===== src/hdl/ialu_pkg.sv =====
// Shared types and codes of the integer ALU with compare.
package ialu_pkg;

    localparam int unsigned WordW  = 32;
    localparam int unsigned Stages = WordW;

    typedef enum logic [3:0] {
        CMD_ADD = 4'd0,
        CMD_SUB = 4'd1,
        CMD_MUL = 4'd2,
        CMD_DIV = 4'd3,
        CMD_XOR = 4'd4,
        CMD_NEG = 4'd5,
        CMD_REM = 4'd6,
        CMD_GT  = 4'd7,
        CMD_GE  = 4'd8,
        CMD_LT  = 4'd9,
        CMD_LE  = 4'd10,
        CMD_EQ  = 4'd11,
        CMD_NE  = 4'd12
    } t_cmd;

    typedef struct packed {
        logic [3:0]       cmd;
        logic             is_unsigned;
        logic             to_hi_lo;
        logic [WordW-1:0] operand_a;
        logic [WordW-1:0] operand_b;
    } t_in_word;

    typedef struct packed {
        logic [WordW-1:0] result_word;
        logic [WordW-1:0] high_word;
        logic             pair_written;
        logic             divide_by_zero;
    } t_out_word;

    // One slot of the pipeline as it passes from cell to cell.
    typedef struct packed {
        logic               valid;
        logic [3:0]         cmd;
        logic               pair;
        logic               neg_a;
        logic               neg_b;
        logic               dz;
        logic [WordW-1:0]   operand_a;
        logic [WordW-1:0]   simple;
        logic [2*WordW-1:0] prod;
        logic [WordW-1:0]   part_rem;
        logic [WordW-1:0]   quo;
        logic [WordW-1:0]   dvs;
    } t_lane;

endpackage


===== src/hdl/ialu_back.sv =====
// Exit stage: sign fix-up, result selection and the output register.
module ialu_back (
    input  logic                i_clk,
    input  logic                i_rst_n,
    input  logic                i_en,
    input  ialu_pkg::t_lane     i_lane,
    output logic                o_valid,
    output ialu_pkg::t_out_word o_word
);

    ialu_pkg::t_out_word       r_word;
    ialu_pkg::t_out_word       n_word;
    logic                      r_valid;
    logic [ialu_pkg::WordW-1:0] quo;
    logic [ialu_pkg::WordW-1:0] rem;

    always_comb begin
        if (i_lane.dz) begin
            quo = '1;
            rem = i_lane.operand_a;
        end else begin
            quo = (i_lane.neg_a != i_lane.neg_b) ? (ialu_pkg::WordW'(0) - i_lane.quo)
                                                 : i_lane.quo;
            rem = i_lane.neg_a ? (ialu_pkg::WordW'(0) - i_lane.part_rem)
                               : i_lane.part_rem;
        end

        n_word = '0;
        case (i_lane.cmd)
            ialu_pkg::CMD_MUL: begin
                n_word.result_word  = i_lane.prod[ialu_pkg::WordW-1:0];
                n_word.high_word    = i_lane.pair ?
                                      i_lane.prod[2*ialu_pkg::WordW-1:ialu_pkg::WordW] : '0;
                n_word.pair_written = i_lane.pair;
            end
            ialu_pkg::CMD_DIV: begin
                n_word.result_word    = quo;
                n_word.high_word      = i_lane.pair ? rem : '0;
                n_word.pair_written   = i_lane.pair;
                n_word.divide_by_zero = i_lane.dz;
            end
            ialu_pkg::CMD_REM: begin
                n_word.result_word    = rem;
                n_word.divide_by_zero = i_lane.dz;
            end
            default: begin
                n_word.result_word = i_lane.simple;
            end
        endcase
    end

    always_ff @(posedge i_clk) begin
        if (!i_rst_n) begin
            r_valid <= 1'b0;
        end else if (i_en) begin
            r_valid <= i_lane.valid;
        end
    end

    always_ff @(posedge i_clk) begin
        if (i_en) begin
            r_word <= n_word;
        end
    end

    assign o_valid = r_valid;
    assign o_word  = r_word;

endmodule


===== config.mk =====
export PLATFORM = sky130hd
export DESIGN_NAME = ialu_back
export DESIGN_NICKNAME = d
export VERILOG_FILES = /design/src/hdl/ialu_pkg.sv /design/src/hdl/ialu_back.sv
export SDC_FILE = /design/constraint.sdc
export NUM_CORES = 1
export LEC_CHECK = 0
export BUFFER_PORTS_ARGS = -buffer_cell sky130_fd_sc_hd__buf_4
export CORE_AREA = 2 2 118 120
export DETAILED_ROUTE_END_ITERATION = 16
export DIE_AREA = 0 0 120 122
export PLACE_DENSITY = 0.84
export SLEW_MARGIN = 30
export SYNTH_ARGS = -nofsm -noshare
export SYNTH_HDL_FRONTEND = slang
export SYNTH_SLANG_ARGS = --single-unit

===== constraint.sdc =====
create_clock -name i_clk -period 2.5 [get_ports i_clk]
set_clock_uncertainty 0.1 [all_clocks]
set_input_delay 0.125 -clock i_clk [delete_from_list [all_inputs] [get_ports i_clk]]
set_output_delay 0.125 -clock i_clk [all_outputs]
set_load 0.01 [all_outputs]

Word-level counts from Yosys, hierarchy flattened
Cells that the tools add are included.

word-level totals
  input bits = 236
  register bits after elaboration = 67
  output and inout port bits = 67

cells by class
  reduce and logical (&&, ||, !) cells = 1
  eq/ne operators = 4
  mux-type cells = 8
  $add $sub $neg = 2

operators with widths
  cell                                               count
  two-way mux 32 bit                                 6
  one-hot mux 32 bit (3 select lines)                1
  one-hot mux 33 bit (2 select lines)                1
  subtractor 1 x 32 -> 32 bit, first input constant  2
  == test 4 x 2 -> 1 bit, second input constant      2
  == test 4 x 3 -> 1 bit, second input constant      1
  OR reduction 2 bit                                 1
  != test 1 bit                                      1

Logic depth before layout (Yosys ltp)
  depth in word-level cells = 5
  mapped depth = 8
  mapped depth without buffers = 8

Worst setup path before layout
OpenSTA, ideal clock, no wires.

  kind = input to register
  from = in i_lane[68] in the netlist's numbering
  to = reg r_word, in the netlist o_word[48], data pin
  setup time = 0.261 ns
  cell stages on the path = 6
  data arrival time = 1.887 ns
  required time = 2.139 ns
  setup slack = 0.253 ns
  cells stage by stage = nor4_4 > nand2_4 > or4_4 > mux2_4 > a221oi_2 > a21oi_1

RTL lines
  element                 line             RTL
  start: declaration      ialu_back.sv:6   input ialu_pkg::t_lane i_lane,
  end signal: assignment  ialu_back.sv:62  r_word <= n_word;
  end: declaration        ialu_back.sv:11  ialu_pkg::t_out_word r_word;

==> impl_metrics.csv <==
group,metric,value,unit
global_routing,grtUsageTotal,31.87,%
detailed_routing,routed_wl,24.13,mm
synth,synth-seq-area-share,37.91,%
detailed_routing,antenna_left,0,
power,netSwitchingFraction,29.06,%
setup_path,cp.required,2.46,ns
final_layout,nNetsFinal,1155,
synth,yosysUniqueCellTypes,59,
detailed_routing,viasPerCell,5.868,
synth,netlist_instances,581,
sta,max_freq,452.2,MHz
synth,syn_avg_cell_area,9.090,sq um
synth,ys.warnings.count,0,
synth,syn_area,0.005281,sq mm
synth,synth_flop_cell,"edfxtp_1",
synth,syn-num-nets,819,
setup_path,crit_type,"in -> reg",
sta,rsz0062_at_grt,"no",
floorplanning,die_w,120,microns
placed_design,gp_congestion,0.9452,
sta,min_period_over_period,88.46,%
final_layout,final_common_cell,"buf_4",
cts,htree_num_levels,3,
setup_path,timing.rr.start,"o_valid$_SDFFE_PN0P_",
global_routing,grt_pass1_vias,6185,
power,pwr-share-seq,36.1,%
sta,setup_violations,0,
sta,slew_violations,0,
final_layout,final_cell_mix,"buf_4, edfxtp_1, o21ai_0, nor2_1, nand2_1",
synth,async_flop_share,0,%
cts,cts_made_buffers,9,
setup_path,crit_start,"i_lane[82]",
detailed_routing,firstDrtPassIters,5,
setup_path,arrival,2.17,ns
setup_path,cp-end-kind,"flop",
final_layout,layout.cells.non_filler,1102,
floorplanning,design.core.area,0.01350,sq mm
final_layout,fillCellCount,1132,
floorplanning,initial_core_util,39.11,%
sta,relSlewSlack,47.21,%
final_layout,layout-drive-gt1-share,39.91,%
cts,cts.sinks,67,
sta,tightest_slew,0.7892,ns
cts,clock-root-buffer,"clkbuf_16",
run_status,status,"completed",
detailed_routing,remaining_drc_errors,0,
job,maxCapViolations,0,
hold_path,hold_path.class,"in -> reg",
global_routing,antenna_found_initial,0,
floorplanning,rows,43,
setup_path,critPathMaxFanout,10,
synth,synth_edf_count,66,
power,power.density,445.7,mW/mm^2
cts,cts_setup_buffers,0,
synth,ys_ff_latch,67,
detailed_routing,vias,6467,
power,comb_power_share,30.5,%
power,leakage,0.003548,uW
cts,cts.reportedPaths.clkPinSlew,0.05,ns
sta,holdWs,0.005940,ns
placed_design,place_hpwl,18.53,mm
detailed_routing,drt-wirelength-per-cell,21.90,microns
floorplanning,die_h,122,microns
power,clkPwrFrac,33.4,%
hold_path,hp-start,"i_lane[227]",
global_routing,grt_max_degree,50,
detailed_routing,drt_iter0_markers,651,
final_layout,syn2layout_area_growth,61.41,%
placed_design,dp_cells,1053,
power,ir_drop,0.3479,mV
cts,worstSkewPairLatency,0.34,ns
cts,cts_tree,"yes",
setup_path,start_kind,"primary input",
power,p_switching,1104,uW
power,intPower,2695,uW
global_routing,grt_pass1_wl,35.10,mm
cts,cts_resized,0,
global_routing,overflow,0,
placed_design,port_buffers,270,
floorplanning,die_area,0.01464,sq mm
sta,hold_viol,0,
floorplanning,io_pins,303,
cts,clk_path_buf_depth,2,
final_layout,antenna_cells,0,
sta,period_minus_slack,2.212,ns
[Yosys cell counts, types with 3 or more instances]
library cell	instances	area [sq um]
o21a_1	5	37.54
and2_1	3	18.77
edfxtp_1	66	1982
o21ai_0	52	260.3
o31ai_1	13	97.59
o41ai_1	6	52.55
o22ai_1	14	87.58
nand4_1	5	31.28
o211ai_1	8	60.06
a221oi_1	6	52.55
nand3_1	6	30.03
nor2_1	48	180.2
xor2_1	30	262.8
a211oi_1	6	45.04
a21oi_1	30	150.1
a22o_1	14	122.6
or3_1	10	62.56
o221ai_1	6	52.55
a31oi_1	12	75.07
a211o_1	3	26.28
a22oi_1	9	67.56
or4_1	7	52.55
nor2b_1	10	62.56
clkbuf_1	38	142.6
nand2_1	37	138.9
a32oi_1	11	96.34
mux2i_1	11	110.1
nand2b_1	10	62.56
inv_1	11	41.29
nor4_1	8	50.05
or2_2	3	18.77
mux2_2	4	45.04
xnor2_1	28	245.2
nor3_1	10	50.05
a41oi_1	9	78.83
[cell type report]
class | instances | area (sq um) | area share (%)
Clock buffer | 11 | 232.7 | 2.730
Clock inverter | 5 | 53.80 | 0.6311
Inverter | 12 | 45.04 | 0.5284
Multi-Input combinational cell | 461 | 3098 | 36.34
Sequential cell | 67 | 2002 | 23.48
Tap cell | 180 | 225.2 | 2.642
Timing Repair Buffer | 366 | 2868 | 33.64
[through the flow]
step                total power (uW)  area (sq um)  TNS (ns)  worst slack [ns]  util (%)
CTS                             3789          8524         0            0.3198     63.12
floorplan                       1815          5281         0            0.2525         -
detailed placement              2485          7908  -0.08076          -0.04408     58.56
global route                    3924          8524         0            0.2142     63.12
finish                          3799          8524         0            0.2885     63.12
global placement                2469          7896  -0.03057          -0.02102     58.47
[flip-flops by register name, indices dropped and copies added, names as in the netlist]
| name | cells |
|---|---|
| o_word | 66 |
| o_valid | 1 |
[metal layers]
layer  GRT usage [%]  wire (microns)  share of wire [%]  vias up
li1                -               -                  -     2943
met1           39.30            9268                 38     2968
met3           5.384            2205                9.1       79
met4           13.24             883                3.7        0
met2           55.22           11770                 49      477
met5               0               0                  0        -
[power by group through the flow]
stage / combinational [uW] / clock (uW) / sequential [uW]
final: 1160 / 1270 / 1370
after global routing: 1230 / 1320 / 1380
after CTS: 1140 / 1280 / 1370
after detailed placement: 1090 / 0 / 1390
after global placement: 1080 / 0 / 1390
after floorplan: 379 / 0 / 1440
[cell families after synthesis]
kind of cell	count (synthesis)	synth area share, %
multiplexers	16	3.222
AND/OR/NAND/NOR	170	16.84
flip-flops	67	37.91
XOR/XNOR	58	9.619
adder cells (fa/ha/maj)	2	0.4737
AO/OA/AOI/OAI	215	28.14
buffers and inverters	53	3.791
[critical path: stages]
cell	delay (ns)
buf_4	0.11
or4_1	0.54
nand3b_1	0.25
buf_4	0.22
o31ai_1	0.28
xnor2_1	0.09
mux2i_1	0.28
buf_4	0.18
o21ai_0	0.08
[repair_timing]
action	CTS	global route
setup endpoints to repair	0	0
hold endpoints to repair	32	0
hold buffers	33	0
[worst paths after layout]
check                              end  slack (ns)  depth (start not counted)
hold / removal     o_word[1]$_DFFE_PP_       0.006                          2
setup / recovery  o_word[26]$_DFFE_PP_        0.29                          9
setup reg to reg  o_valid$_SDFFE_PN0P_        1.26                          3
hold reg to reg   o_valid$_SDFFE_PN0P_        0.96                          3
Note: power is estimated with default switching activity, not from simulation.
