$ cat config.mk
export PLATFORM = sky130hd
export DESIGN_NAME = ialu_div_cell
export DESIGN_NICKNAME = d
export VERILOG_FILES = /design/src/hdl/ialu_pkg.sv /design/src/hdl/ialu_div_cell.sv
export SDC_FILE = /design/constraint.sdc
export NUM_CORES = 1
export LEC_CHECK = 0
export BUFFER_PORTS_ARGS = -buffer_cell sky130_fd_sc_hd__buf_2
export CORE_AREA = 2 2 183 185
export DETAILED_ROUTE_END_ITERATION = 10
export DIE_AREA = 0 0 185 187
export SLEW_MARGIN = 20
export SYNTH_ARGS = -nofsm -noshare
export SYNTH_HDL_FRONTEND = slang
export SYNTH_SLANG_ARGS = --single-unit
$ cat constraint.sdc
create_clock -name i_clk -period 5.65 [get_ports i_clk]
set_input_delay 0.2825 -clock i_clk [delete_from_list [all_inputs] [get_ports i_clk]]
set_output_delay 0.2825 -clock i_clk [all_outputs]
set_load 0.02 [all_outputs]
$ cat src/hdl/ialu_pkg.sv
// Shared types and codes of the integer ALU with compare.
package ialu_pkg;

    localparam int unsigned WordW  = 32;
    localparam int unsigned Stages = WordW;

    typedef enum logic [3:0] {
        CMD_ADD = 4'd0,
        CMD_SUB = 4'd1,
        CMD_MUL = 4'd2,
        CMD_DIV = 4'd3,
        CMD_XOR = 4'd4,
        CMD_NEG = 4'd5,
        CMD_REM = 4'd6,
        CMD_GT  = 4'd7,
        CMD_GE  = 4'd8,
        CMD_LT  = 4'd9,
        CMD_LE  = 4'd10,
        CMD_EQ  = 4'd11,
        CMD_NE  = 4'd12
    } t_cmd;

    typedef struct packed {
        logic [3:0]       cmd;
        logic             is_unsigned;
        logic             to_hi_lo;
        logic [WordW-1:0] operand_a;
        logic [WordW-1:0] operand_b;
    } t_in_word;

    typedef struct packed {
        logic [WordW-1:0] result_word;
        logic [WordW-1:0] high_word;
        logic             pair_written;
        logic             divide_by_zero;
    } t_out_word;

    // One slot of the pipeline as it passes from cell to cell.
    typedef struct packed {
        logic               valid;
        logic [3:0]         cmd;
        logic               pair;
        logic               neg_a;
        logic               neg_b;
        logic               dz;
        logic [WordW-1:0]   operand_a;
        logic [WordW-1:0]   simple;
        logic [2*WordW-1:0] prod;
        logic [WordW-1:0]   part_rem;
        logic [WordW-1:0]   quo;
        logic [WordW-1:0]   dvs;
    } t_lane;

endpackage

$ cat src/hdl/ialu_div_cell.sv
// One restoring division step; all other lane fields pass through.
module ialu_div_cell (
    input  logic            i_clk,
    input  logic            i_rst_n,
    input  logic            i_en,
    input  ialu_pkg::t_lane i_lane,
    output ialu_pkg::t_lane o_lane
);

    ialu_pkg::t_lane             r_lane;
    ialu_pkg::t_lane             n_lane;
    logic [ialu_pkg::WordW:0]    shifted;
    logic [ialu_pkg::WordW:0]    diff;

    always_comb begin
        n_lane  = i_lane;
        shifted = {i_lane.part_rem, i_lane.quo[ialu_pkg::WordW-1]};
        diff    = shifted - {1'b0, i_lane.dvs};
        if (!diff[ialu_pkg::WordW]) begin
            n_lane.part_rem = diff[ialu_pkg::WordW-1:0];
            n_lane.quo      = {i_lane.quo[ialu_pkg::WordW-2:0], 1'b1};
        end else begin
            n_lane.part_rem = shifted[ialu_pkg::WordW-1:0];
            n_lane.quo      = {i_lane.quo[ialu_pkg::WordW-2:0], 1'b0};
        end
    end

    always_ff @(posedge i_clk) begin
        if (!i_rst_n) begin
            r_lane.valid <= 1'b0;
        end else if (i_en) begin
            r_lane <= n_lane;
        end
    end

    assign o_lane = r_lane;

endmodule

# [After elaboration in Yosys (flattened, before gate mapping)]
# Cells that the tools add are included.
[classes] n_addsub=1 muxes=1 n_reduce_logical=1
[op_table] cell="$mux 64" count=1
[op_table] cell="$sub 33x32->33" count=1
[op_table] cell="$reduce_and 2->1" count=1
[totals] register_bits=233 in_bits=236 out_inout_bits=233 wordCells=15

# [Longest topological paths before layout]
# Gate-level depths: netlist of the first run.
[logic_depth] ltp_word=2 depth_mapped=12 depth_no_buf=11

# [Least setup slack after synthesis of the first run]
# Ideal clock, no wire load.
[synth_timing] path_type="input to register" startpoint="input i_en" endpoint="register r_lane (netlist bit o_lane[0]), enable pin" t_arrival_ns=5.533 path_slack_ns=-0.504 path_stages=1 path_cell_list="and2_1"
[synth_between] elab_chain_len=1
[synth_lines] element="start: declaration" line="ialu_div_cell.sv:5" rtl="input logic i_en,"
[synth_lines] element="$reduce_and 2->1 (no source line)"
[synth_lines] element="end signal: assignment" line="ialu_div_cell.sv:32" rtl="r_lane <= n_lane;"
[synth_lines] element="end: declaration" line="ialu_div_cell.sv:10" rtl="ialu_pkg::t_lane r_lane;"
# Every way passes these cells.
# A chain may end at the register's enable or synchronous reset.

==> flow_summary.toml, run 1 <==
[timing]
final-hold-violation-count = 0
maxSlewHeadroom_pct = 38.2
worstMarginPinSlew_ns = 0.927
fmax_mhz = 259
setup_tns_ns = 0
min_period_ns = 3.87
fin_crit_sh_pct = 68.5
rsz0062_at_grt = "no"
skew_ns = 0
setup_viol = 0
report.final.slew_viol_count = 0

[routing]
remaining_drc_errors = 0
wl_per_cell_um = 19.2
dr.pass1.iters = 4
drtAntennaViolNets = 0
routed_wl_um = 33400
routed_via_density = 4.40
drt_iter0_drc = 483
vias = 7647

[final_layout]
fin_nets = 1539
fin_area_mm2 = 0.0153
fill_cells = 2993
syn_to_final_growth_pct = 60.7
largest_reg_flops = 233
drive_gt1_share_pct = 42.3
final_core_util_pct = 46.4

[yosys]
syn_area_mm2 = 0.00950
yosys_most_used_dff = "edfxtp_1"
syn_area_per_cell_um2 = 16.4
async_reset_ff_share_pct = 0
synth-seq-cells = 233
ys_types = 50
synth_nets = 849
synthCells = 580
synth-warning-count = 0
synth_edf_count = 232
seq_area_frac_synth_pct = 73.6

[critical_path]
worst_ep_arrival_time_ns = 4.16
reg2reg_to = "o_lane[232]"
crit_path_max_fanout = 18
rrSetupSlack_ns = 4.50
cp.required_ns = 5.94
path_class = "in -> reg"
r2r-start = "o_lane[232]"
crit_path_start_kind = "input pin"
crit_path_end_kind = "flip-flop"
ff2ff_path_depth = 3

[placement]
dp_hpwl_um = 23700
placed_area_mm2 = 0.0124
io_buffers = 468
routabilityCongestion = 0.882

[clock_network]
cts_htree_levels = 1
clock_sinks = 233
root_buffer = "clkbuf_16"
clockBufferDepth = 3
cts_made_buffers = 27
cts_tree = "built"
post-cts-setup-buffers = 0
cts.clk_slew.worst_paths_ns = 0.06
clkLatencyLatePin_ns = 0.54

[pwr]
p_leak_uw = 0.00659
cellPowerDensity_mw_per_mm2 = 307
vdd_drop_max_mv = 0.208
power_uw = 4690

[grt]
grt_most_used_layer = "met2"
grt_use_total_pct = 18.3
met2_usage_pct = 33.0
grt.met3_usage_pct = 4.96
grt_pass1_wl_um = 47600
grtUsageMet1_pct = 20.3
first_global_vias = 7950
antenna_found_initial = 9
grt_start_max_net_pins = 149
grt_remaining_overflow = 0

[job]
cap_violations = 0

[die]
fp.dieH_um = 187
die_x_um = 185
num_io_pins = 469
initial_utilization_pct = 28.9
core_mm2 = 0.0329
fp-row-count = 67
die_area_mm2 = 0.0346

[run_status]
status = "finished, final reports clean"

[hold_path]
hold_path_class = "in -> reg"
worstHoldEndpoint = "o_lane[69]"
hp-start = "i_lane[68]"
hold_depth = 2
report_power, final:
part           switching [uW]  leakage, uW  internal (uW)
clock network             700     0.000413           1020
registers                31.1      0.00219           2050
logic                     495      0.00399            392
worst max-delay path by stage:
stage / startpoint / endpoint / slack [ns] / cells past startpoint
after CTS: i_lane[0] / o_lane[67] / 1.80 / 13
after floorplan: i_rst_n / o_lane[0] / 2.07 / 1
final: i_lane[0] / o_lane[67] / 1.78 / 13
after detailed placement: i_lane[0] / o_lane[66] / 1.79 / 12
after global routing: i_lane[0] / o_lane[67] / 1.58 / 13
after global placement: i_lane[0] / o_lane[67] / 1.84 / 12
synth_stat cells (4+ instances only):
cell / number / area (um^2)
edfxtp_1: 232 / 6970
a21oi_1: 38 / 190
inv_1: 38 / 143
ha_1: 32 / 400
nand2_1: 27 / 101
mux2_4: 25 / 375
a21o_1: 18 / 135
nor2_1: 18 / 67.6
o21ai_0: 17 / 85.1
xnor2_1: 13 / 114
nand3_1: 10 / 50.1
xor2_1: 10 / 87.6
nand2b_1: 8 / 50.1
mux2i_1: 6 / 60.1
nand4_1: 6 / 37.5
nor2b_1: 6 / 37.5
o211ai_1: 6 / 45.0
clkbuf_1: 5 / 18.8
o21a_1: 5 / 37.5
o21bai_1: 5 / 37.5
and2_1: 4 / 25.0
and3_1: 4 / 25.0
nor3_1: 4 / 20.0
per-layer routing:
layer	vias up	part of all wire, %
met4	8	4.4
met2	317	50
met3	75	7.5
li1	3599	-
met1	3648	38
met5	-	0.15
through the flow:
stage,setup WS (ns),cells,hold WS (ns)
6_report,1.78,1738,0.0643
5_1_grt,1.58,1735,0.0446
4_1_cts,1.80,1734,0.0315
3_5_place_dp,1.79,1488,0.461
3_3_place_gp,1.84,1488,0.459
2_1_floorplan,2.07,580,0.381
cell families after synthesis:
logic type | synth area share [%]
AO/OA/AOI/OAI | 7.21
XOR/XNOR | 2.12
adder cells (fa/ha/maj) | 4.43
buffers and inverters | 2.21
flip-flops | 73.6
multiplexers | 4.94
AND/OR/NAND/NOR | 5.52
layout make-up:
class	instances	area, um^2	area share, %
Multi-Input combinational cell	298	2310	15.1
Clock buffer	32	694	4.55
Inverter	38	143	0.935
Clock inverter	13	168	1.10
Tap cell	448	561	3.67
Sequential cell	233	6990	45.8
Antenna cell	4	10.0	0.0656
Timing Repair Buffer	672	4390	28.8
cells in the final DEF (no fill, tap or decap), types with 4 or more instances in the layout:
cell type / count
clkbuf_16: 27
nand2b_1: 8
nor2b_1: 6
edfxtp_1: 232
clkbuf_1: 5
nor2_1: 18
dlygate4sd3_1: 201
buf_2: 468
a21o_1: 18
o211ai_1: 6
nor3_1: 4
ha_1: 32
xor2_1: 10
inv_1: 38
o21ai_0: 17
nand3_1: 10
mux2i_1: 6
diode_2: 4
a21oi_1: 38
nand4_1: 6
nand2_1: 27
xnor2_1: 13
and3_1: 4
o21bai_1: 5
mux2_4: 25
o21a_1: 5
critical path, cell delays in order:
cell           delay [ns]
dlygate4sd3_1        0.54
buf_2                0.14
ha_1                 0.23
fa_1                 0.41
nand2b_1             0.18
a21oi_1              0.27
o211ai_1             0.22
a21oi_1              0.22
o31a_2               0.19
mux2i_1              0.11
nor2_4               0.54
buf_4                0.45
mux2_2               0.38
repair_timing:
item / CTS / global route
resized for setup: 0 / 0
hold endpoints to repair: 200 / 0
endpoints found under the setup margin: 0 / 0
hold buffers: 201 / 0
(Power assumes the default switching activity.)
==> inputs of run 2 (changes only) <==
Settings changed: ABC_AREA set to 1, CORE_AREA 2 2 183 185 to 2 2 185 187, DIE_AREA 0 0 185 187 to 0 0 187 189.
Clock period 5.65 ns to 3.8 ns, I/O delays scaled along.
==> flow_summary.toml, run 2 <==
[run_status]
status = "finished, final reports clean"

[yosys]
synth_nets = 1190
synthTopCellsByArea = "edfxtp_1 68%, nand2_1 12%, inv_1 5.8%, ha_1 3.9%, nand3_1 1.5%"
synth_edf_count = 232
synth-seq-cells = 233
ys_types = 28
synth_most_common_cell = "nand2_1"
seq_area_frac_synth_pct = 68.3
yosysTopAreaCell = "edfxtp_1"
ys_top_cells_by_count = "328 x nand2_1, 232 x edfxtp_1, 159 x inv_1, 38 x nor2_1, 32 x ha_1"
yosys_most_used_dff = "edfxtp_1"
synth-warning-count = 0
synthCells = 921
synth_top_area_share_pct = 68.1
syn_area_mm2 = 0.0102
syn_area_per_cell_um2 = 11.1
async_reset_ff_share_pct = 0

[timing]
hold_ws_ns = 0.363
setup_viol = 0
worstMarginPinSlew_ns = 0.710
report.final.slew_viol_count = 0
fin_ws_ns = 1.32
maxSlewHeadroom_pct = 52.6
skew_ns = 0
fmax_mhz = 403
fin_crit_sh_pct = 65.3
rsz0062_at_grt = "no"
min_period_ns = 2.48
final-hold-violation-count = 0

[final_layout]
final_common_cell = "buf_2"
syn_to_final_growth_pct = 59.6
drive_gt1_share_pct = 32.2
final_cell_mix = "468 x buf_2, 327 x nand2_1, 233 x dlygate4sd3_1"
largest_reg_flops = 233
fin_nets = 1920

[grt]
grt_use_total_pct = 21.7
grt_pass1_wl_um = 57800
grt_start_max_net_pins = 65
grt.met3_usage_pct = 5.99
grt_most_used_layer = "met2"
antenna_found_initial = 7
first_global_vias = 9349
grt_remaining_overflow = 0
met2_usage_pct = 38.2
grtUsageMet1_pct = 24.8

[critical_path]
ff2ff_path_depth = 3
rrSetupSlack_ns = 2.60
crit_path_start_kind = "input pin"
r2r-start = "o_lane[232]"
reg2reg_to = "o_lane[232]"
cp.required_ns = 4.10
crit_path_end_kind = "flip-flop"
worst_ep_arrival_time_ns = 2.78
path_class = "in -> reg"
crit_path_max_fanout = 33

[die]
num_io_pins = 469
die_area_mm2 = 0.0353
core_mm2 = 0.0333
die_x_um = 187
initial_utilization_pct = 30.7
fp-row-count = 67
fp.dieH_um = 189

[pwr]
power_uw = 6950
vdd_drop_max_mv = 0.274
cellPowerDensity_mw_per_mm2 = 426
p_leak_uw = 0.00774

[clock_network]
clock_sinks = 233
cts.clk_slew.worst_paths_ns = 0.06
clockBufferDepth = 3
clkLatencyLatePin_ns = 0.54
cts_htree_levels = 1
cts_tree = "built"
cts_resized = 0
cts_made_buffers = 27
root_buffer = "clkbuf_16"

[hold_path]
hp-start = "i_lane[194]"
hold_depth = 2
worstHoldEndpoint = "o_lane[194]"
hold_path_class = "in -> reg"

[routing]
drt_iter0_drc = 502
routed_via_density = 4.37
vias = 9262
drtAntennaViolNets = 0
routed_wl_um = 39700
wl_per_cell_um = 18.7
remaining_drc_errors = 0
dr.pass1.iters = 5

[placement]
io_buffers = 468
dpl_worst_slack_ns = 1.28
routabilityCongestion = 0.940
dp_hpwl_um = 29900

[job]
cap_violations = 0
-- run 2: changes by cell type after synthesis, moves of 8 or more --
cell      change
nand2_1     +301
inv_1       +121
mux2_4       -25
nand3_1      +21
nor2_1       +20
a21o_1       -18
o21ai_0      -16
nand2_2      +15
a21oi_1      -14
xnor2_1      -12
nand2b_1      -8
-- run 2: metal layers --
metal / vias up / wire, um
met1: 4331 / 15200
met5: - / 42
met2: 389 / 19700
met3: 83 / 2970
met4: 6 / 1740
li1: 4453 / -
-- run 2: repair_timing --
| item | CTS | global route |
|---|---|---|
| hold buffers | 233 | 0 |
| buffers inserted | 0 | 0 |
| endpoints found under the hold margin | 232 | 0 |
-- run 2: how the worst max path moves through the flow --
stage	startpoint	to
2_1_floorplan	i_rst_n	o_lane[0]
3_3_place_gp	i_lane[0]	o_lane[72]
3_5_place_dp	i_lane[0]	o_lane[75]
4_1_cts	i_lane[0]	o_lane[81]
5_1_grt	i_lane[63]	o_lane[83]
6_report	i_lane[63]	o_lane[75]
-- run 2: area by class of cell --
type                       instances  area, um^2
sequential                       233        6990
multi-input combinational        521        2580
timing repair buffer             707        4760
tap                              448         561
fill                            3065       17000
clock inverter                    15         131
clock buffer                      30         687
inverter                         161         608
antenna                            4        10.0
-- run 2: through the flow --
stage | utilization (%) | cells | TNS (ns) | area [um^2]
finish | 49.0 | 2119 | 0 | 16300
global route | 49.0 | 2118 | 0 | 16300
CTS | 49.0 | 2115 | 0 | 16300
detailed placement | 39.5 | 1837 | 0 | 13200
global placement | 39.5 | 1837 | 0 | 13200
floorplan | - | 921 | -64.61 | 10200
-- run 2: power breakdown --
part / switching [uW] / total, uW / internal [uW] / leakage, uW
clock: 1030 / 2450 / 1420 / 0.000386
combinational: 854 / 1390 / 538 / 0.00518
sequential: 53.0 / 3100 / 3050 / 0.00218
total: 1940 / 6950 / 5010 / 0.00774
-- run 2: worst max-delay path, stage by stage --
cell           delay [ns]
dlygate4sd3_1        0.53
buf_2                0.11
inv_1                0.04
ha_1                 0.20
fa_1                 0.41
inv_1                0.11
nand2_1              0.05
nand2_1              0.07
nand3_1              0.08
nand2_2              0.12
nand2_2              0.06
nand2_2              0.08
nand2_2              0.07
nand3_1              0.11
nand2_4              0.29
nand2_1              0.17
nand2_1              0.06
-- run 2: logic make-up after synthesis --
kind of cell / after synthesis / synth area share, %
compound gates: 34 / 2.06
simple gates: 439 / 17.6
buf+inv: 167 / 6.62
fa+ha+maj: 33 / 4.11
xor+xnor: 15 / 1.28
flops: 233 / 68.3
