**src/hdl/ialu_pkg.sv**
```systemverilog
// Shared types and codes of the integer ALU with compare.
package ialu_pkg;

    localparam int unsigned WordW  = 32;
    localparam int unsigned Stages = WordW;

    typedef enum logic [3:0] {
        CMD_ADD = 4'd0,
        CMD_SUB = 4'd1,
        CMD_MUL = 4'd2,
        CMD_DIV = 4'd3,
        CMD_XOR = 4'd4,
        CMD_NEG = 4'd5,
        CMD_REM = 4'd6,
        CMD_GT  = 4'd7,
        CMD_GE  = 4'd8,
        CMD_LT  = 4'd9,
        CMD_LE  = 4'd10,
        CMD_EQ  = 4'd11,
        CMD_NE  = 4'd12
    } t_cmd;

    typedef struct packed {
        logic [3:0]       cmd;
        logic             is_unsigned;
        logic             to_hi_lo;
        logic [WordW-1:0] operand_a;
        logic [WordW-1:0] operand_b;
    } t_in_word;

    typedef struct packed {
        logic [WordW-1:0] result_word;
        logic [WordW-1:0] high_word;
        logic             pair_written;
        logic             divide_by_zero;
    } t_out_word;

    // One slot of the pipeline as it passes from cell to cell.
    typedef struct packed {
        logic               valid;
        logic [3:0]         cmd;
        logic               pair;
        logic               neg_a;
        logic               neg_b;
        logic               dz;
        logic [WordW-1:0]   operand_a;
        logic [WordW-1:0]   simple;
        logic [2*WordW-1:0] prod;
        logic [WordW-1:0]   part_rem;
        logic [WordW-1:0]   quo;
        logic [WordW-1:0]   dvs;
    } t_lane;

endpackage

```
**src/hdl/ialu_front.sv**
```systemverilog
// Entry stage: simple operations, the product and the divider set-up.
module ialu_front (
    input  logic              i_clk,
    input  logic              i_rst_n,
    input  logic              i_en,
    input  logic              i_valid,
    input  ialu_pkg::t_in_word i_word,
    output ialu_pkg::t_lane   o_lane
);

    ialu_pkg::t_lane r_lane;
    ialu_pkg::t_lane n_lane;

    logic                          ext_a;
    logic                          ext_b;
    logic signed [2*ialu_pkg::WordW+1:0] prod_full;
    logic signed [ialu_pkg::WordW-1:0]   sa;
    logic signed [ialu_pkg::WordW-1:0]   sb;

    always_comb begin
        sa        = $signed(i_word.operand_a);
        sb        = $signed(i_word.operand_b);
        ext_a     = ~i_word.is_unsigned & i_word.operand_a[ialu_pkg::WordW-1];
        ext_b     = ~i_word.is_unsigned & i_word.operand_b[ialu_pkg::WordW-1];
        prod_full = $signed({ext_a, i_word.operand_a}) * $signed({ext_b, i_word.operand_b});

        n_lane           = '0;
        n_lane.valid     = i_valid;
        n_lane.cmd       = i_word.cmd;
        n_lane.pair      = i_word.to_hi_lo;
        n_lane.neg_a     = ext_a;
        n_lane.neg_b     = ext_b;
        n_lane.dz        = (i_word.operand_b == '0);
        n_lane.operand_a = i_word.operand_a;
        n_lane.prod      = prod_full[2*ialu_pkg::WordW-1:0];
        n_lane.part_rem  = '0;
        n_lane.quo       = ext_a ? (ialu_pkg::WordW'(0) - i_word.operand_a)
                                 : i_word.operand_a;
        n_lane.dvs       = ext_b ? (ialu_pkg::WordW'(0) - i_word.operand_b)
                                 : i_word.operand_b;

        case (i_word.cmd)
            ialu_pkg::CMD_ADD: n_lane.simple = i_word.operand_a + i_word.operand_b;
            ialu_pkg::CMD_SUB: n_lane.simple = i_word.operand_a - i_word.operand_b;
            ialu_pkg::CMD_XOR: n_lane.simple = i_word.operand_a ^ i_word.operand_b;
            ialu_pkg::CMD_NEG: n_lane.simple = i_word.is_unsigned ? ~i_word.operand_a
                                   : (ialu_pkg::WordW'(0) - i_word.operand_a);
            ialu_pkg::CMD_GT:  n_lane.simple = ialu_pkg::WordW'(sa > sb);
            ialu_pkg::CMD_GE:  n_lane.simple = ialu_pkg::WordW'(sa >= sb);
            ialu_pkg::CMD_LT:  n_lane.simple = ialu_pkg::WordW'(sa < sb);
            ialu_pkg::CMD_LE:  n_lane.simple = ialu_pkg::WordW'(sa <= sb);
            ialu_pkg::CMD_EQ:  n_lane.simple = ialu_pkg::WordW'(i_word.operand_a ==
                                                               i_word.operand_b);
            ialu_pkg::CMD_NE:  n_lane.simple = ialu_pkg::WordW'(i_word.operand_a !=
                                                               i_word.operand_b);
            default:           n_lane.simple = '0;
        endcase
    end

    always_ff @(posedge i_clk) begin
        if (!i_rst_n) begin
            r_lane.valid <= 1'b0;
        end else if (i_en) begin
            r_lane <= n_lane;
        end
    end

    assign o_lane = r_lane;

endmodule

```
**config.mk**
```make
export PLATFORM = sky130hd
export DESIGN_NAME = ialu_front
export DESIGN_NICKNAME = d
export VERILOG_FILES = /design/src/hdl/ialu_pkg.sv /design/src/hdl/ialu_front.sv
export SDC_FILE = /design/constraint.sdc
export NUM_CORES = 2
export LEC_CHECK = 0
export BUFFER_PORTS_ARGS = -buffer_cell sky130_fd_sc_hd__buf_4
export CAP_MARGIN = 25
export CORE_ASPECT_RATIO = 1.2
export CORE_UTILIZATION = 58
export DETAILED_ROUTE_END_ITERATION = 10
export GPL_ROUTABILITY_DRIVEN = 0
export PLACE_DENSITY_LB_ADDON = 0.15
export SLEW_MARGIN = 10
export SYNTH_ARGS = -nofsm -noshare
export SYNTH_HDL_FRONTEND = slang
export SYNTH_SLANG_ARGS = --single-unit
```
**constraint.sdc**
```tcl
create_clock -name i_clk -period 8.7 [get_ports i_clk]
set_input_delay 0.435 -clock i_clk [delete_from_list [all_inputs] [get_ports i_clk]]
set_output_delay 0.435 -clock i_clk [all_outputs]
set_load 0.05 [all_outputs]
```
# Word level (Yosys, flattened, before mapping)
# Index checks and enable logic that the tools add are counted.
# classes
add_sub_neg,4
multipliers,1
n_lt_le_gt_ge,4
eq_ne,11
n_mux,4
bitwise,5
reduce_logical,3
# ops
op,n
32-bit case mux with 10 select lines,1
32-bit 2-to-1 mux,3
33-bit by 33-bit multiplier with 64-bit output,1
"1-bit by 32-bit subtractor with 32-bit output, first input constant",2
32-bit adder,1
32-bit equality test,1
32-bit >= comparator,1
32-bit greater-than comparator,1
32-bit less-or-equal comparator,1
32-bit logical NOT,1
32-bit < comparator,1
32-bit != test,1
32-bit inverter,1
32-bit subtractor,1
32-bit bitwise XOR,1
"4-bit equality test, second input constant",5
"4-bit by 3-bit equality test with 1-bit output, second input constant",3
"4-bit by 1-bit equality test with 1-bit output, second input constant",1
4-bit logical NOT,1
1-bit bitwise AND,2
2-bit AND reduction,1
1-bit inverter,1
# word_totals
register_bits,201
in_bits,74
out_inout_bits,233
wordCells,43

# Logic depth before layout (Yosys ltp)
# depth
ltp_word,3
ltp_mapped,32
depth_no_buf,29

# Worst setup path before layout
# Ideal clock, no wire load.
# synth_timing
path_kind,input-to-reg
from,in i_word[65] (netlist bit)
to,"reg r_lane, in the netlist o_lane[153], data pin"
setup_ns,0.207
t_arrival_ns,8.306
required_time_ns,8.493
path_slack_ns,0.187
stages,28
path_buffers,3
cell_sequence,nand2b_1 -> clkbuf_1 -> clkbuf_1 -> buf_1 -> nor2_1 -> fa_1 -> inv_1 -> fa_1 -> inv_1 -> fa_1 -> fa_1 -> fa_1 -> fa_1 -> fa_1 -> inv_1 -> fa_1 -> inv_1 -> ha_1 -> nand2_1 -> o21ai_0 -> o211ai_1 -> a2bb2oi_1 -> o41ai_4 -> o31ai_1 -> a41o_1 -> a41o_1 -> nor3_1 -> a2111oi_0
# synth_lines
element,line,text
"start, declared",ialu_front.sv:7,"input ialu_pkg::t_in_word i_word,"
"end signal, assigned",ialu_front.sv:64,r_lane <= n_lane;
"end, declared",ialu_front.sv:11,ialu_pkg::t_lane r_lane;

==> results_tabular.tex <==
\begin{tabular}{lr}
\hline
Metric & Value \\
\hline
\multicolumn{2}{l}{\textbf{Status}} \\
\quad Outcome & completed \\
\multicolumn{2}{l}{\textbf{Worst setup path}} \\
\quad Critical Path End Type & flop \\
\quad Reg2reg end & o\_lane[232] \\
\quad Crit path DAT & 8550 ps \\
\quad Worst Path Max Fanout & 6 \\
\quad Critical path data required time & 9000 ps \\
\quad Crit path from & i\_word[65] \\
\quad Worst reg2reg path startpoint & o\_lane[232] \\
\quad Cell with the largest stage delay on the worst path & sky130\_fd\_sc\_hd\_\_fa\_1 \\
\quad Type of origin of the critical path & primary input \\
\quad Critical path buffers and inverters & 6 \\
\quad Worst setup slack for register-to-register paths & 8100 ps \\
\quad Slowest cell delay on critical path & 650 ps \\
\quad Crit-path most repeated cell & sky130\_fd\_sc\_hd\_\_fa\_1 \\
\quad Type of the setup path with the least slack & primary input to flop \\
\quad Worst-case reg-to-reg path depth & 2 \\
\quad Worst path top cell family by delay & adder cells \\
\multicolumn{2}{l}{\textbf{Clocking}} \\
\quad Quantity of hold-fixing buffers added after cts & 0 \\
\quad Largest buffer count on any clock path & 2 \\
\quad \# clock sinks & 200 \\
\quad CTS H-tree depth & 4 \\
\quad Number of CTS-inserted buffers & 17 \\
\quad TritonCTS clock tree & built \\
\quad Clock insertion delay at the later pin of the skew report & between 500 and 600 ps \\
\quad CTS root buffer & sky130\_fd\_sc\_hd\_\_clkbuf\_16 \\
\quad Reg clk slew, reported paths & between 100 and 150 ps \\
\quad Setup repair bufs after CTS & 0 \\
\quad Post-cts repair resize count & 0 \\
\multicolumn{2}{l}{\textbf{Die}} \\
\quad Die boundary width & about 270 um \\
\quad FP Rows & 117 \\
\quad Die Outline Area & 86600 um\^{}2 \\
\quad Top-Level Pins & 307 \\
\quad Effective utilization at floorplan & 58.5\% \\
\quad Die Ht & 322 um \\
\quad Core ar. & 84800 um\^{}2 \\
\multicolumn{2}{l}{\textbf{Final layout}} \\
\quad Filler Cell Count & 7080 \\
\quad Number of flip-flops under the largest register name & 200 \\
\quad Area growth syn-to-layout & 10.5\% \\
\quad Fraction of final layout cells with drive strength greater than 1 & 11.3\% \\
\quad Post-route insts no fill & 6691 \\
\quad Net count reported at finish & 7021 \\
\multicolumn{2}{l}{\textbf{GRT}} \\
\quad Wire length of the first global-routing pass & roughly 240000 um \\
\quad Global Route Usage Sum & a little under two fifths \\
\quad Initial antenna violation count & 13 \\
\quad Via count of the first global-routing pass & 41140 \\
\quad Global-route congestion overflow total & 0 \\
\quad Maximum number of pins on one net before global-route repair & 71 \\
\multicolumn{2}{l}{\textbf{Synthesis}} \\
\quad Post-synthesis sequential element count & 200 \\
\quad Mean cell area of the mapped netlist & 9.40 um\^{}2 \\
\quad Sequential cell area fraction in the yosys report & $\sim$12\% \\
\quad Post-synthesis instance area & 49500 um\^{}2 \\
\quad Top FF cell, synth & sky130\_fd\_sc\_hd\_\_edfxtp\_1 \\
\quad Count of unique library cells instantiated by Yosys & 80 \\
\quad Library cell with the largest summed area after synthesis & sky130\_fd\_sc\_hd\_\_fa\_1 \\
\quad Number of instances in the synthesized netlist & 5269 \\
\quad Number of enable flip-flop cells after synthesis & a little under 200 \\
\quad Fraction of registers with async set/reset & 0\% \\
\quad Ys Warns & 0 \\
\quad Fraction of synthesized cell area taken by the top area cell type & 45.5\% \\
\quad Leading cell types by total area after synthesis & sky130\_fd\_sc\_hd\_\_fa\_1, sky130\_fd\_sc\_hd\_\_edfxtp\_1, sky130\_fd\_sc\_hd\_\_inv\_1 \\
\multicolumn{2}{l}{\textbf{STA}} \\
\quad Skew final & 0 ps \\
\quad Clock period minus worst slack & approximately 8300 ps \\
\quad Fmax & 121 MHz \\
\quad Relative slew slack & between 30\% and 40\% \\
\quad Final hold violation count & 0 \\
\quad RSZ-0062 raised after global routing & no \\
\quad Post-route clock period utilization & 94.9\% \\
\quad Count of final setup violators & 0 \\
\quad Sum of negative setup slack & 0 ps \\
\quad Worst slew pin tran & about 1000 ps \\
\quad Final Slew Violations & 0 \\
\multicolumn{2}{l}{\textbf{Job}} \\
\quad Max cap viols & 0 \\
\multicolumn{2}{l}{\textbf{Route}} \\
\quad Post-route DRC violation count & 0 \\
\quad Routed wire length & about 150000 um \\
\quad DR vias/cell & 5.78 \\
\quad Vias after detailed routing & just under 40000 \\
\quad First DRT Iteration DRCs & 3190 \\
\quad Detailed-routing iteration count for the pre-antenna-repair pass & 6 \\
\quad Antenna viol nets, final & 0 \\
\quad Routed wire length per instance & 23.0 um \\
\multicolumn{2}{l}{\textbf{Placement}} \\
\quad DP HPWL & 126000 um \\
\quad Placed Cells incl. Taps & 6653 \\
\quad IO Port Bufs & 274 \\
\multicolumn{2}{l}{\textbf{Min path}} \\
\quad Min-delay worst type & primary input to flop \\
\quad Worst-case hold path end point & o\_lane[227] \\
\quad Hold path cells & 1 \\
\quad Worst hold path startpoint & i\_word[64] \\
\hline
\end{tabular}
## per-stage QoR
stage / hold slack, ps / area (um^2) / utilization, % / setup WS [ps]
6_report: 86.5 / 54800 / 64.6 / 445
2_1_floorplan: 534 / 49700 / - / 187
3_5_place_dp: 522 / 54100 / 63.8 / 46.7
4_1_cts: 50.4 / 54700 / 64.6 / 596
3_3_place_gp: 528 / 54100 / 63.8 / 118
5_1_grt: 65.7 / 54800 / 64.6 / 62.7
## metal layers
layer	global-route usage, %	share of wire (%)	vias to the layer above
met5	0	0.046	-
met4	29.8	9.7	10
met3	7.06	8.4	686
met2	60.8	49	2020
met1	43.0	33	19606
li1	-	-	16340
## synthesized netlist by cell type, types with 6 or more instances
master / count
sky130_fd_sc_hd__clkbuf_1: 256
sky130_fd_sc_hd__nor3_1: 34
sky130_fd_sc_hd__buf_1: 38
sky130_fd_sc_hd__nand3_1: 24
sky130_fd_sc_hd__a21oi_1: 155
sky130_fd_sc_hd__o221ai_1: 12
sky130_fd_sc_hd__nand2b_1: 13
sky130_fd_sc_hd__or3_4: 6
sky130_fd_sc_hd__o21a_1: 10
sky130_fd_sc_hd__ha_1: 278
sky130_fd_sc_hd__nor4_1: 17
sky130_fd_sc_hd__o41ai_1: 7
sky130_fd_sc_hd__mux2i_1: 7
sky130_fd_sc_hd__or3_1: 12
sky130_fd_sc_hd__inv_1: 1147
sky130_fd_sc_hd__a22oi_1: 7
sky130_fd_sc_hd__and2_1: 323
sky130_fd_sc_hd__or2_2: 18
sky130_fd_sc_hd__buf_4: 33
sky130_fd_sc_hd__fa_1: 1127
sky130_fd_sc_hd__xor2_1: 49
sky130_fd_sc_hd__a21boi_0: 8
sky130_fd_sc_hd__nand4_1: 24
sky130_fd_sc_hd__or4_1: 6
sky130_fd_sc_hd__a41oi_1: 7
sky130_fd_sc_hd__and4_1: 7
sky130_fd_sc_hd__xnor2_1: 115
sky130_fd_sc_hd__a31oi_1: 14
sky130_fd_sc_hd__o21ai_0: 103
sky130_fd_sc_hd__nand2_1: 756
sky130_fd_sc_hd__o31ai_1: 13
sky130_fd_sc_hd__o21bai_1: 20
sky130_fd_sc_hd__o22ai_1: 16
sky130_fd_sc_hd__nor2b_1: 17
sky130_fd_sc_hd__nor2_1: 210
sky130_fd_sc_hd__o211ai_1: 11
sky130_fd_sc_hd__a21o_1: 41
sky130_fd_sc_hd__a221o_1: 6
sky130_fd_sc_hd__clkinv_1: 6
sky130_fd_sc_hd__a211oi_1: 17
sky130_fd_sc_hd__and3_1: 15
sky130_fd_sc_hd__edfxtp_1: 199
sky130_fd_sc_hd__a221oi_1: 7
## layout make-up
| cell class | instances | area, um^2 | share of cell area, % |
|---|---|---|---|
| Tap cell | 1130 | 1410 | 2.58 |
| Inverter | 1153 | 4330 | 7.90 |
| Multi-Input combinational cell | 3616 | 38000 | 69.3 |
| Clock buffer | 17 | 425 | 0.777 |
| Clock inverter | 15 | 234 | 0.427 |
| Timing Repair Buffer | 554 | 4380 | 8.01 |
| Antenna cell | 6 | 15.0 | 0.0274 |
| Sequential cell | 200 | 6000 | 10.9 |
## worst max-delay path by stage
stage,cells past startpoint,end,slack (ps)
finish,27,o_lane[158],440
global route,29,o_lane[156],60
CTS,28,o_lane[153],600
detailed placement,29,o_lane[158],50
global placement,29,o_lane[158],120
floorplan,28,o_lane[153],190
## kinds of logic after synthesis
| group | synth area share, % |
|---|---|
| flops | 12.1 |
| simple gates | 14.2 |
| compound gates | 6.62 |
| buf+inv | 11.5 |
| xor+xnor | 2.90 |
| fa+ha+maj | 52.6 |
| other cells | 0.00757 |
| mux | 0.141 |
## cells in the final DEF (no fill, tap or decap), types with 18 or more instances in the layout
cell type                     n
sky130_fd_sc_hd__edfxtp_1   199
sky130_fd_sc_hd__a21oi_1    155
sky130_fd_sc_hd__xor2_1      49
sky130_fd_sc_hd__a21o_1      41
sky130_fd_sc_hd__and2_1     322
sky130_fd_sc_hd__ha_1       278
sky130_fd_sc_hd__buf_4      536
sky130_fd_sc_hd__inv_1     1147
sky130_fd_sc_hd__nand3_1     24
sky130_fd_sc_hd__nand2_1    756
sky130_fd_sc_hd__conb_1      32
sky130_fd_sc_hd__fa_1      1127
sky130_fd_sc_hd__buf_12      18
sky130_fd_sc_hd__nand4_1     24
sky130_fd_sc_hd__o21ai_0    103
sky130_fd_sc_hd__o21bai_1    20
sky130_fd_sc_hd__nor2_1     210
sky130_fd_sc_hd__xnor2_1    115
sky130_fd_sc_hd__or2_2       18
sky130_fd_sc_hd__nor3_1      33
## worst register-to-register path, cell delays in order, from the launching register on
cell and delay [ps]:
sky130_fd_sc_hd__dfxtp_1 330, sky130_fd_sc_hd__mux2i_1 120, sky130_fd_sc_hd__nor2b_1 60
Power is not shown: default switching activity piles up to over one toggle a cycle in this logic, so the estimate is an artifact.
